## config.mk

```make
export PLATFORM = sky130hd
export DESIGN_NAME = i2c_master_bit_sequencer_core
export DESIGN_NICKNAME = d
export VERILOG_FILES = /design/src/rtl/core/i2cms_pkg.sv /design/src/rtl/core/i2c_master_bit_sequencer_core.sv /design/src/rtl/core/i2cms_front.sv /design/src/rtl/core/i2cms_back.sv
export SDC_FILE = /design/constraint.sdc
export NUM_CORES = 1
export LEC_CHECK = 0
export ABC_AREA = 1
export ABC_CLOCK_PERIOD_IN_PS = 4500
export BUFFER_PORTS_ARGS = -buffer_cell sky130_fd_sc_hd__buf_2
export CAP_MARGIN = 40
export CORE_ASPECT_RATIO = 0.6
export CORE_MARGIN = 1
export CORE_UTILIZATION = 51
export CTS_BUF_LIST = sky130_fd_sc_hd__clkbuf_16
export DETAILED_ROUTE_END_ITERATION = 6
export GPL_TIMING_DRIVEN = 0
export PLACE_DENSITY = 0.71
export RECOVER_POWER = 25
export SYNTH_ARGS = -nofsm -noshare
export SYNTH_HDL_FRONTEND = slang
export SYNTH_HIERARCHICAL = 1
export SYNTH_SLANG_ARGS = --single-unit
```

## constraint.sdc

```tcl
create_clock -name clk -period 4.5 [get_ports clk]
set_input_delay 0.9 -clock clk [delete_from_list [all_inputs] [get_ports clk]]
set_output_delay 0.9 -clock clk [all_outputs]
set_load 0.005 [all_outputs]
```

## src/rtl/core/i2cms_pkg.sv

```systemverilog
// Shared types, command codes and phase counts of the I2C bit sequencer.
package i2cms_pkg;

  // Command codes on the input stream
  localparam logic [2:0] CMD_START   = 3'd0;
  localparam logic [2:0] CMD_STOP    = 3'd1;
  localparam logic [2:0] CMD_TX_BYTE = 3'd2;
  localparam logic [2:0] CMD_RX_BYTE = 3'd3;
  localparam logic [2:0] CMD_TX_ACK  = 3'd4;
  localparam logic [2:0] CMD_RX_ACK  = 3'd5;

  // Phase counter width and index of the final phase for each command
  localparam int PHASE_W = 5;
  localparam logic [PHASE_W-1:0] SEND_LAST  = PHASE_W'(25);
  localparam logic [PHASE_W-1:0] RECV_LAST  = PHASE_W'(18);
  localparam logic [PHASE_W-1:0] SHORT_LAST = PHASE_W'(3);

  // Default depth of the command queue (power of two, at least 2)
  localparam int QDEPTH_DEF = 2;

  // Decoded command kind, one-hot
  typedef enum logic [5:0] {
    K_START   = 6'b000001,
    K_STOP    = 6'b000010,
    K_TX_BYTE = 6'b000100,
    K_RX_BYTE = 6'b001000,
    K_TX_ACK  = 6'b010000,
    K_RX_ACK  = 6'b100000
  } kind_t;

  // One queued command
  typedef struct packed {
    kind_t       kind;
    logic [7:0]  data;
    logic        ack;
    logic [7:0]  levels;
  } item_t;

  // Queue head as seen by the sequencer
  typedef struct packed {
    logic  valid;
    item_t item;
  } link_t;

  // Decode a command code; codes past receive ack are flagged invalid
  function automatic logic [6:0] classify(input logic [2:0] cmd);
    logic [6:0] res;
    res = {1'b1, K_START};
    case (cmd)
      CMD_START:   res = {1'b1, K_START};
      CMD_STOP:    res = {1'b1, K_STOP};
      CMD_TX_BYTE: res = {1'b1, K_TX_BYTE};
      CMD_RX_BYTE: res = {1'b1, K_RX_BYTE};
      CMD_TX_ACK:  res = {1'b1, K_TX_ACK};
      CMD_RX_ACK:  res = {1'b1, K_RX_ACK};
      default:     res = {1'b0, K_START};
    endcase
    return res;
  endfunction

  // Index of the final phase of a command
  function automatic logic [PHASE_W-1:0] last_phase(input kind_t kind);
    logic [PHASE_W-1:0] res;
    res = SHORT_LAST;
    case (kind)
      K_TX_BYTE: res = SEND_LAST;
      K_RX_BYTE: res = RECV_LAST;
      default:   res = SHORT_LAST;
    endcase
    return res;
  endfunction

endpackage

```

## src/rtl/core/i2c_master_bit_sequencer_core.sv

```systemverilog
// Top level of the I2C master bit sequencer: command queue and phase sequencer.
//
//  channel  | dir | tdata fields (low bit up)                          | tlast
//  s_*      | in  | command[2:0] data_byte[10:3] ack_value[11]          | -
//           |     | bus_levels[19:12], zero to 23                      |
//  m_*      | out | scl_level[0] sda_level[1] read_byte[9:2]           | last
//           |     | ack_seen[10], zero to 15                           |
//
//  One pin phase per cycle unless m_tready stalls: start, stop and the ack
//  commands have 4 phases, receive byte 19, send byte 26, per the phase counter.
//  Unknown command codes are taken in and dropped without results.
//  Synchronous reset empties the queue and releases both lines high.
//  A stalled m_tready holds the sequencer; the queue keeps taking commands
//  until its QDEPTH entries are full.
module i2c_master_bit_sequencer_core #(
  parameter int QDEPTH = i2cms_pkg::QDEPTH_DEF
) (
  input  logic        clk,
  input  logic        rst,
  input  logic        s_tvalid,
  output logic        s_tready,
  input  logic [23:0] s_tdata,   // command, data_byte, ack_value, bus_levels
  output logic        m_tvalid,
  input  logic        m_tready,
  output logic [15:0] m_tdata,   // scl_level, sda_level, read_byte, ack_seen
  output logic        m_tlast
);

  i2cms_pkg::link_t head;
  logic             pop;

  // Intake and queue
  i2cms_front #(
    .QDEPTH (QDEPTH)
  ) u_front (
    .clk        (clk),
    .rst        (rst),
    .in_valid   (s_tvalid),
    .in_ready   (s_tready),
    .command    (s_tdata[2:0]),
    .data_byte  (s_tdata[10:3]),
    .ack_value  (s_tdata[11]),
    .bus_levels (s_tdata[19:12]),
    .head       (head),
    .pop        (pop)
  );

  // Phase sequencer and output register
  i2cms_back u_back (
    .clk       (clk),
    .rst       (rst),
    .head      (head),
    .pop       (pop),
    .out_valid (m_tvalid),
    .out_ready (m_tready),
    .out_data  (m_tdata),
    .out_last  (m_tlast)
  );

endmodule

```

## src/rtl/core/i2cms_front.sv

```systemverilog
// Command intake: decodes commands, drops unknown codes, queues the rest.
module i2cms_front #(
  parameter int QDEPTH = i2cms_pkg::QDEPTH_DEF
) (
  input  logic                 clk,
  input  logic                 rst,
  input  logic                 in_valid,
  output logic                 in_ready,
  input  logic [2:0]           command,
  input  logic [7:0]           data_byte,
  input  logic                 ack_value,
  input  logic [7:0]           bus_levels,
  output i2cms_pkg::link_t     head,
  input  logic                 pop
);

  localparam int PTR_W = $clog2(QDEPTH);
  localparam int CNT_W = $clog2(QDEPTH + 1);

  i2cms_pkg::item_t   entries [QDEPTH];
  logic [PTR_W-1:0]   wr_ptr;
  logic [PTR_W-1:0]   rd_ptr;
  logic [CNT_W-1:0]   count;
  logic [6:0]         decoded;
  logic               push;
  logic               do_pop;
  i2cms_pkg::item_t   new_item;

  // Decode
  assign decoded = i2cms_pkg::classify(command);
  assign new_item.kind   = i2cms_pkg::kind_t'(decoded[5:0]);
  assign new_item.data   = data_byte;
  assign new_item.ack    = ack_value;
  assign new_item.levels = bus_levels;

  assign in_ready = (count != CNT_W'(QDEPTH));
  assign push     = in_valid && in_ready && decoded[6];
  assign do_pop   = pop && (count != '0);

  // Queue storage
  always_ff @(posedge clk) begin
    if (push) begin
      entries[wr_ptr] <= new_item;
    end
  end

  // Queue pointers and fill count
  always_ff @(posedge clk) begin
    if (rst) begin
      wr_ptr <= '0;
      rd_ptr <= '0;
      count  <= '0;
    end else begin
      if (push) begin
        wr_ptr <= wr_ptr + PTR_W'(1);
      end
      if (do_pop) begin
        rd_ptr <= rd_ptr + PTR_W'(1);
      end
      if (push && !do_pop) begin
        count <= count + CNT_W'(1);
      end else if (do_pop && !push) begin
        count <= count - CNT_W'(1);
      end
    end
  end

  assign head.valid = (count != '0);
  assign head.item  = entries[rd_ptr];

endmodule

```

## src/rtl/core/i2cms_back.sv

```systemverilog
// Phase sequencer: steps each queued command through its pin phases.
module i2cms_back (
  input  logic              clk,
  input  logic              rst,
  input  i2cms_pkg::link_t  head,
  output logic              pop,
  output logic              out_valid,
  input  logic              out_ready,
  output logic [15:0]       out_data,
  output logic              out_last
);

  localparam int PW = i2cms_pkg::PHASE_W;

  typedef enum logic [1:0] {
    ST_IDLE = 2'b01,
    ST_RUN  = 2'b10
  } state_t;

  state_t             state;
  i2cms_pkg::item_t   cur;
  logic [7:0]         shreg;
  logic [PW-1:0]      phase;
  logic [1:0]         sub;
  logic               scl;
  logic               sda;

  logic               adv;
  logic               emit;
  logic               lst;
  logic               mid;
  logic               scl_next;
  logic               sda_next;
  logic [7:0]         rb;
  logic               ak;

  assign adv  = !out_valid || out_ready;
  assign emit = (state == ST_RUN) && adv;
  assign lst  = (phase == i2cms_pkg::last_phase(cur.kind));
  assign mid  = (phase != '0) && (phase != i2cms_pkg::SEND_LAST);
  assign pop  = head.valid && ((state == ST_IDLE) || (emit && lst));

  // Pin levels for the current phase
  always_comb begin
    scl_next = scl;
    sda_next = sda;
    rb       = '0;
    ak       = 1'b0;
    case (cur.kind)
      i2cms_pkg::K_START: begin
        case (phase[1:0])
          2'd0:    scl_next = 1'b1;
          2'd1:    sda_next = 1'b1;
          2'd2:    sda_next = 1'b0;
          default: scl_next = 1'b0;
        endcase
      end
      i2cms_pkg::K_STOP: begin
        case (phase[1:0])
          2'd0:    scl_next = 1'b0;
          2'd1:    sda_next = 1'b0;
          2'd2:    scl_next = 1'b1;
          default: sda_next = 1'b1;
        endcase
      end
      i2cms_pkg::K_TX_ACK: begin
        case (phase[1:0])
          2'd0:    scl_next = 1'b0;
          2'd1:    sda_next = cur.ack;
          2'd2:    scl_next = 1'b1;
          default: scl_next = 1'b0;
        endcase
      end
      i2cms_pkg::K_RX_ACK: begin
        case (phase[1:0])
          2'd0:    sda_next = 1'b1;
          2'd1:    scl_next = 1'b0;
          2'd2:    scl_next = 1'b1;
          default: begin
            scl_next = 1'b0;
            ak       = cur.levels[7];
          end
        endcase
      end
      i2cms_pkg::K_TX_BYTE: begin
        if (!mid) begin
          scl_next = 1'b0;
        end else begin
          case (sub)
            2'd0:    sda_next = shreg[7];
            2'd1:    scl_next = 1'b1;
            default: scl_next = 1'b0;
          endcase
        end
      end
      i2cms_pkg::K_RX_BYTE: begin
        // SDA is released throughout, so a sample is the bus level itself
        if (phase == '0) begin
          sda_next = 1'b1;
        end else if (phase == PW'(1)) begin
          scl_next = 1'b0;
        end else if (phase == i2cms_pkg::RECV_LAST) begin
          scl_next = 1'b0;
          rb       = cur.levels;
        end else begin
          scl_next = !phase[0];
        end
      end
      default: begin
        scl_next = scl;
      end
    endcase
  end

  // Sequencer control and line state
  always_ff @(posedge clk) begin
    if (rst) begin
      state <= ST_IDLE;
      phase <= '0;
      sub   <= '0;
      scl   <= 1'b1;
      sda   <= 1'b1;
    end else begin
      if (emit) begin
        scl <= scl_next;
        sda <= sda_next;
      end
      if (pop) begin
        state <= ST_RUN;
        phase <= '0;
        sub   <= '0;
      end else if (emit) begin
        phase <= phase + PW'(1);
        if ((cur.kind == i2cms_pkg::K_TX_BYTE) && mid) begin
          sub <= (sub == 2'd2) ? 2'd0 : sub + 2'd1;
        end
        if (lst) begin
          state <= ST_IDLE;
        end
      end
    end
  end

  // Current command and transmit shifter
  always_ff @(posedge clk) begin
    if (pop) begin
      cur   <= head.item;
      shreg <= head.item.data;
    end else if (emit && (cur.kind == i2cms_pkg::K_TX_BYTE) && mid && (sub == 2'd2)) begin
      shreg <= {shreg[6:0], 1'b0};
    end
  end

  // Output register
  always_ff @(posedge clk) begin
    if (rst) begin
      out_valid <= 1'b0;
    end else if (adv) begin
      out_valid <= emit;
    end
  end

  always_ff @(posedge clk) begin
    if (emit) begin
      out_data <= {5'b0, ak, rb, sda_next, scl_next};
      out_last <= lst;
    end
  end

endmodule

```

==> impl_metrics.py <==
metrics = {
    "min_path": {
        "min_path_type": "reg2reg",
    },
    "global_routing": {
        "grtUsageTotal": 0.1952,
        "antenna_found_initial": 0,
        "grt_max_degree": 22,
        "grt_pass1_vias": 2596,
        "grt_pass1_wl_um": 12700,
        "grt_overflow": 0,
    },
    "synthesis": {
        "synth-xor-area-share": 0.008074,
        "syn_area_per_cell_sq_um": 11.48,
        "syn_area_sq_um": 4339,
        "synth_top_family_by_area": "simple AND/OR/NAND/NOR gates",
        "synth_cell_types": 35,
        "ys_seq_area_frac": 0.6390,
        "synth_compound_area_frac": 0.04412,
        "yosysWarnings": 6,
        "yosys.area_share.simple": 0.1690,
        "synthAdderAreaFrac": 0.01442,
        "synth_mux_area_frac": 0.05969,
        "syn_inst": 378,
        "synth-seq-cells": 98,
    },
    "critical_path": {
        "r2r-end": "u_front/count[1]",
        "cp-start-kind": "flop",
        "endpoint": "u_front/count[1]",
        "endpoint_kind": "flop",
        "cp.required_ns": 4.73,
        "r2r-start": "u_back/cur[18]",
        "arrival_ns": 3.28,
        "ff2ff_path_depth": 16,
        "critical_path_class": "reg2reg",
        "critPathLaunch": "u_back/cur[18]",
        "reg2reg_slack_ns": 1.45,
        "worstPathMaxFanout": 16,
    },
    "drt": {
        "ant_nets": 0,
        "drt-total-wl_um": 7589,
        "vias_per_cell": 5.038,
        "wire_per_inst_um": 13.90,
        "drtPass1Iterations": 4,
        "drt-initial-drc-count": 155,
        "vias": 2751,
        "drc": 0,
    },
    "clock_network": {
        "htreeDepth": 3,
        "clock_latency_ns": 0.34,
        "tritoncts.num_buffers": 9,
        "cts_sinks": 98,
        "clkSlewWorstSetupHoldPaths_ns": 0.06,
        "cts.path.max_buffers": 2,
        "holdBufCountCts": 0,
        "cts_resized": 0,
        "cts_tree": "done",
        "root_buffer": "clkbuf_16",
        "post_cts_buffers": 0,
    },
    "cells_and_area": {
        "final_util": 0.6172,
        "num_antenna_cells": 0,
        "area_growth_pct": 14.79,
        "fin_nets": 466,
        "drive_above_1_share": 0.2397,
    },
    "sta": {
        "period_needed_ns": 3.052,
        "fin_worst_skew_ns": 0.004383,
        "setup_tns_ns": 0,
        "slew_headroom": 0.5286,
        "period_share": 0.6783,
        "worst_pin_slew_ns": 0.7063,
        "max_freq_mhz": 327.6,
        "hold_viol": 0,
        "report.final.slew_viol_count": 0,
        "hold-worst-slack_ns": 0.4838,
        "finalSetupViolCount": 0,
        "grt_setup_unrepaired": "false",
    },
    "place": {
        "io_buffers": 37,
        "dpl.hpwl_um": 5545,
        "place_congestion": 0.8791,
    },
    "floorplan": {
        "die_height_um": 73.45,
        "die_w_um": 121.1,
        "start_util": 0.5377,
        "io_pins": 47,
        "dieArea_sq_um": 8893,
        "num_rows": 25,
        "coreArea_sq_um": 8070,
    },
    "job": {
        "cap_viol_max_count": 0,
    },
    "outcome": {
        "status": "completed",
    },
    "power": {
        "ir_worst_vdd_v": 0.0003694,
        "leakage_uw": 0.001947,
        "power.total_uw": 2784,
        "p_per_area_nw_per_um2": 558.9,
    },
}
Yosys cell counts (all sizes together):
| library cell | instances | area share |
|---|---|---|
| o31ai | 1 | 0.0017 |
| inv | 51 | 0.044 |
| nor3 | 6 | 0.0081 |
| xor2 | 4 | 0.0081 |
| conb | 1 | 0.00086 |
| a21oi | 10 | 0.014 |
| nand2 | 68 | 0.069 |
| o21a | 1 | 0.0017 |
| o21ai | 17 | 0.020 |
| nand3b | 3 | 0.0052 |
| nor4 | 1 | 0.0014 |
| buf | 10 | 0.021 |
| nand4 | 6 | 0.0087 |
| nand3 | 22 | 0.030 |
| edfxtp | 81 | 0.56 |
| mux2 | 23 | 0.060 |
| o21bai | 1 | 0.0017 |
| nor2 | 45 | 0.044 |
| dfxtp | 17 | 0.078 |
| a21boi | 3 | 0.0052 |
| ha | 5 | 0.014 |
| and2 | 2 | 0.0029 |
registers in the layout, indices dropped and copies added (netlist names), named ones only:
register          flops
u_back/out_valid      1
u_front/wr_ptr        1
u_back/scl            1
u_back/sda            1
u_back/sub            2
u_back/out_data      11
u_back/cur           15
u_back/state          2
u_back/shreg          8
u_front/entries      46
u_back/phase          5
u_back/out_last       1
u_front/count         2
u_front/rd_ptr        1
worst min path at each step:
stage | start | end | cells past startpoint
final | u_front/rd_ptr | u_front/rd_ptr | 2
after global routing | u_front/rd_ptr | u_front/rd_ptr | 2
after CTS | u_front/rd_ptr | flop | 2
after detailed placement | u_front/rd_ptr | u_front/rd_ptr | 2
after global placement | u_front/rd_ptr | u_front/rd_ptr | 2
after floorplan | u_front/rd_ptr | flop | 2
power by group:
part	internal [uW]	switching (uW)
Clock	424	308
Combinational	275	454
Sequential	1240	85.1
per-stage QoR:
step,area (sq um),cells,setup slack (ns)
2_1_floorplan,4354,382,1.711
3_3_place_gp,4674,527,1.173
3_5_place_dp,4712,530,1.163
4_1_cts,4999,546,1.440
5_1_grt,4981,546,1.164
6_report,4981,546,1.448
kinds of logic (layout without fill, tap and decap cells):
group,Yosys count,count (layout)
buffers and inverters,61,117
DFF,98,98
AOI/OAI and AO/OA,33,33
muxes,23,23
adders and majority gates,5,5
xor gates and xnor gates,4,4
other,1,5
and+or+nand+nor,153,153
per-layer routing:
metal  GRT usage  part of all wire  vias to the layer above  routed length (um)
li1            -                 -                     1382                   -
met5           0                 0                        -                   0
met3     0.05512             0.086                       11                 650
met1      0.2663              0.46                     1269                3466
met2      0.3029              0.45                       89                3382
met4     0.06722             0.012                        0                  89
final cells by class:
class | count | area (sq um)
clock buffers | 9 | 225.2
well taps | 108 | 135.1
repair buffers | 40 | 210.2
inverters | 51 | 191.4
clock inverters | 7 | 61.31
plain buffers | 10 | 82.58
fillers | 662 | 3089
flip-flops and latches | 98 | 2773
multi-input cells | 223 | 1303
placed cells by master, fill, tap and decap left out, types with 2 or more instances in the layout:
master | synthesis | final
edfxtp_1 | 81 | 81
mux2_2 | 23 | 23
xor2_1 | 4 | 4
buf_8 | 0 | 2
dfxtp_1 | 17 | 17
clkbuf_16 | 0 | 9
nor2_4 | 2 | 2
inv_1 | 49 | 50
nor2_1 | 40 | 39
nor2_2 | 3 | 4
inv_2 | 2 | 2
buf_2 | 2 | 32
conb_1 | 1 | 5
nand4_1 | 6 | 6
nand3b_1 | 3 | 3
o21ai_0 | 16 | 16
nand2_1 | 55 | 55
and2_1 | 2 | 2
nand3_1 | 18 | 18
clkbuf_1 | 0 | 9
nand2_2 | 11 | 11
clkinv_2 | 0 | 3
buf_4 | 5 | 5
ha_1 | 5 | 5
nor3_1 | 5 | 5
nand3_2 | 4 | 4
a21boi_0 | 2 | 2
a21oi_1 | 9 | 9
nand2_4 | 2 | 2
worst max-delay path, stage by stage, from the launching register on:
cell      delay [ns]
edfxtp_1        0.43
nor2_2          0.20
nand2_2         0.11
nor2_4          0.14
nand2_2         0.08
nand2_2         0.09
nand3_2         0.11
nand2_4         0.15
nand2_4         0.08
buf_12          0.15
inv_1           0.52
nand2_2         0.16
ha_1            0.35
a21oi_1         0.15
nand2_1         0.09
nor2_1          0.10
nor2_1          0.05
No activity file was read; power rests on OpenSTA's default activity.
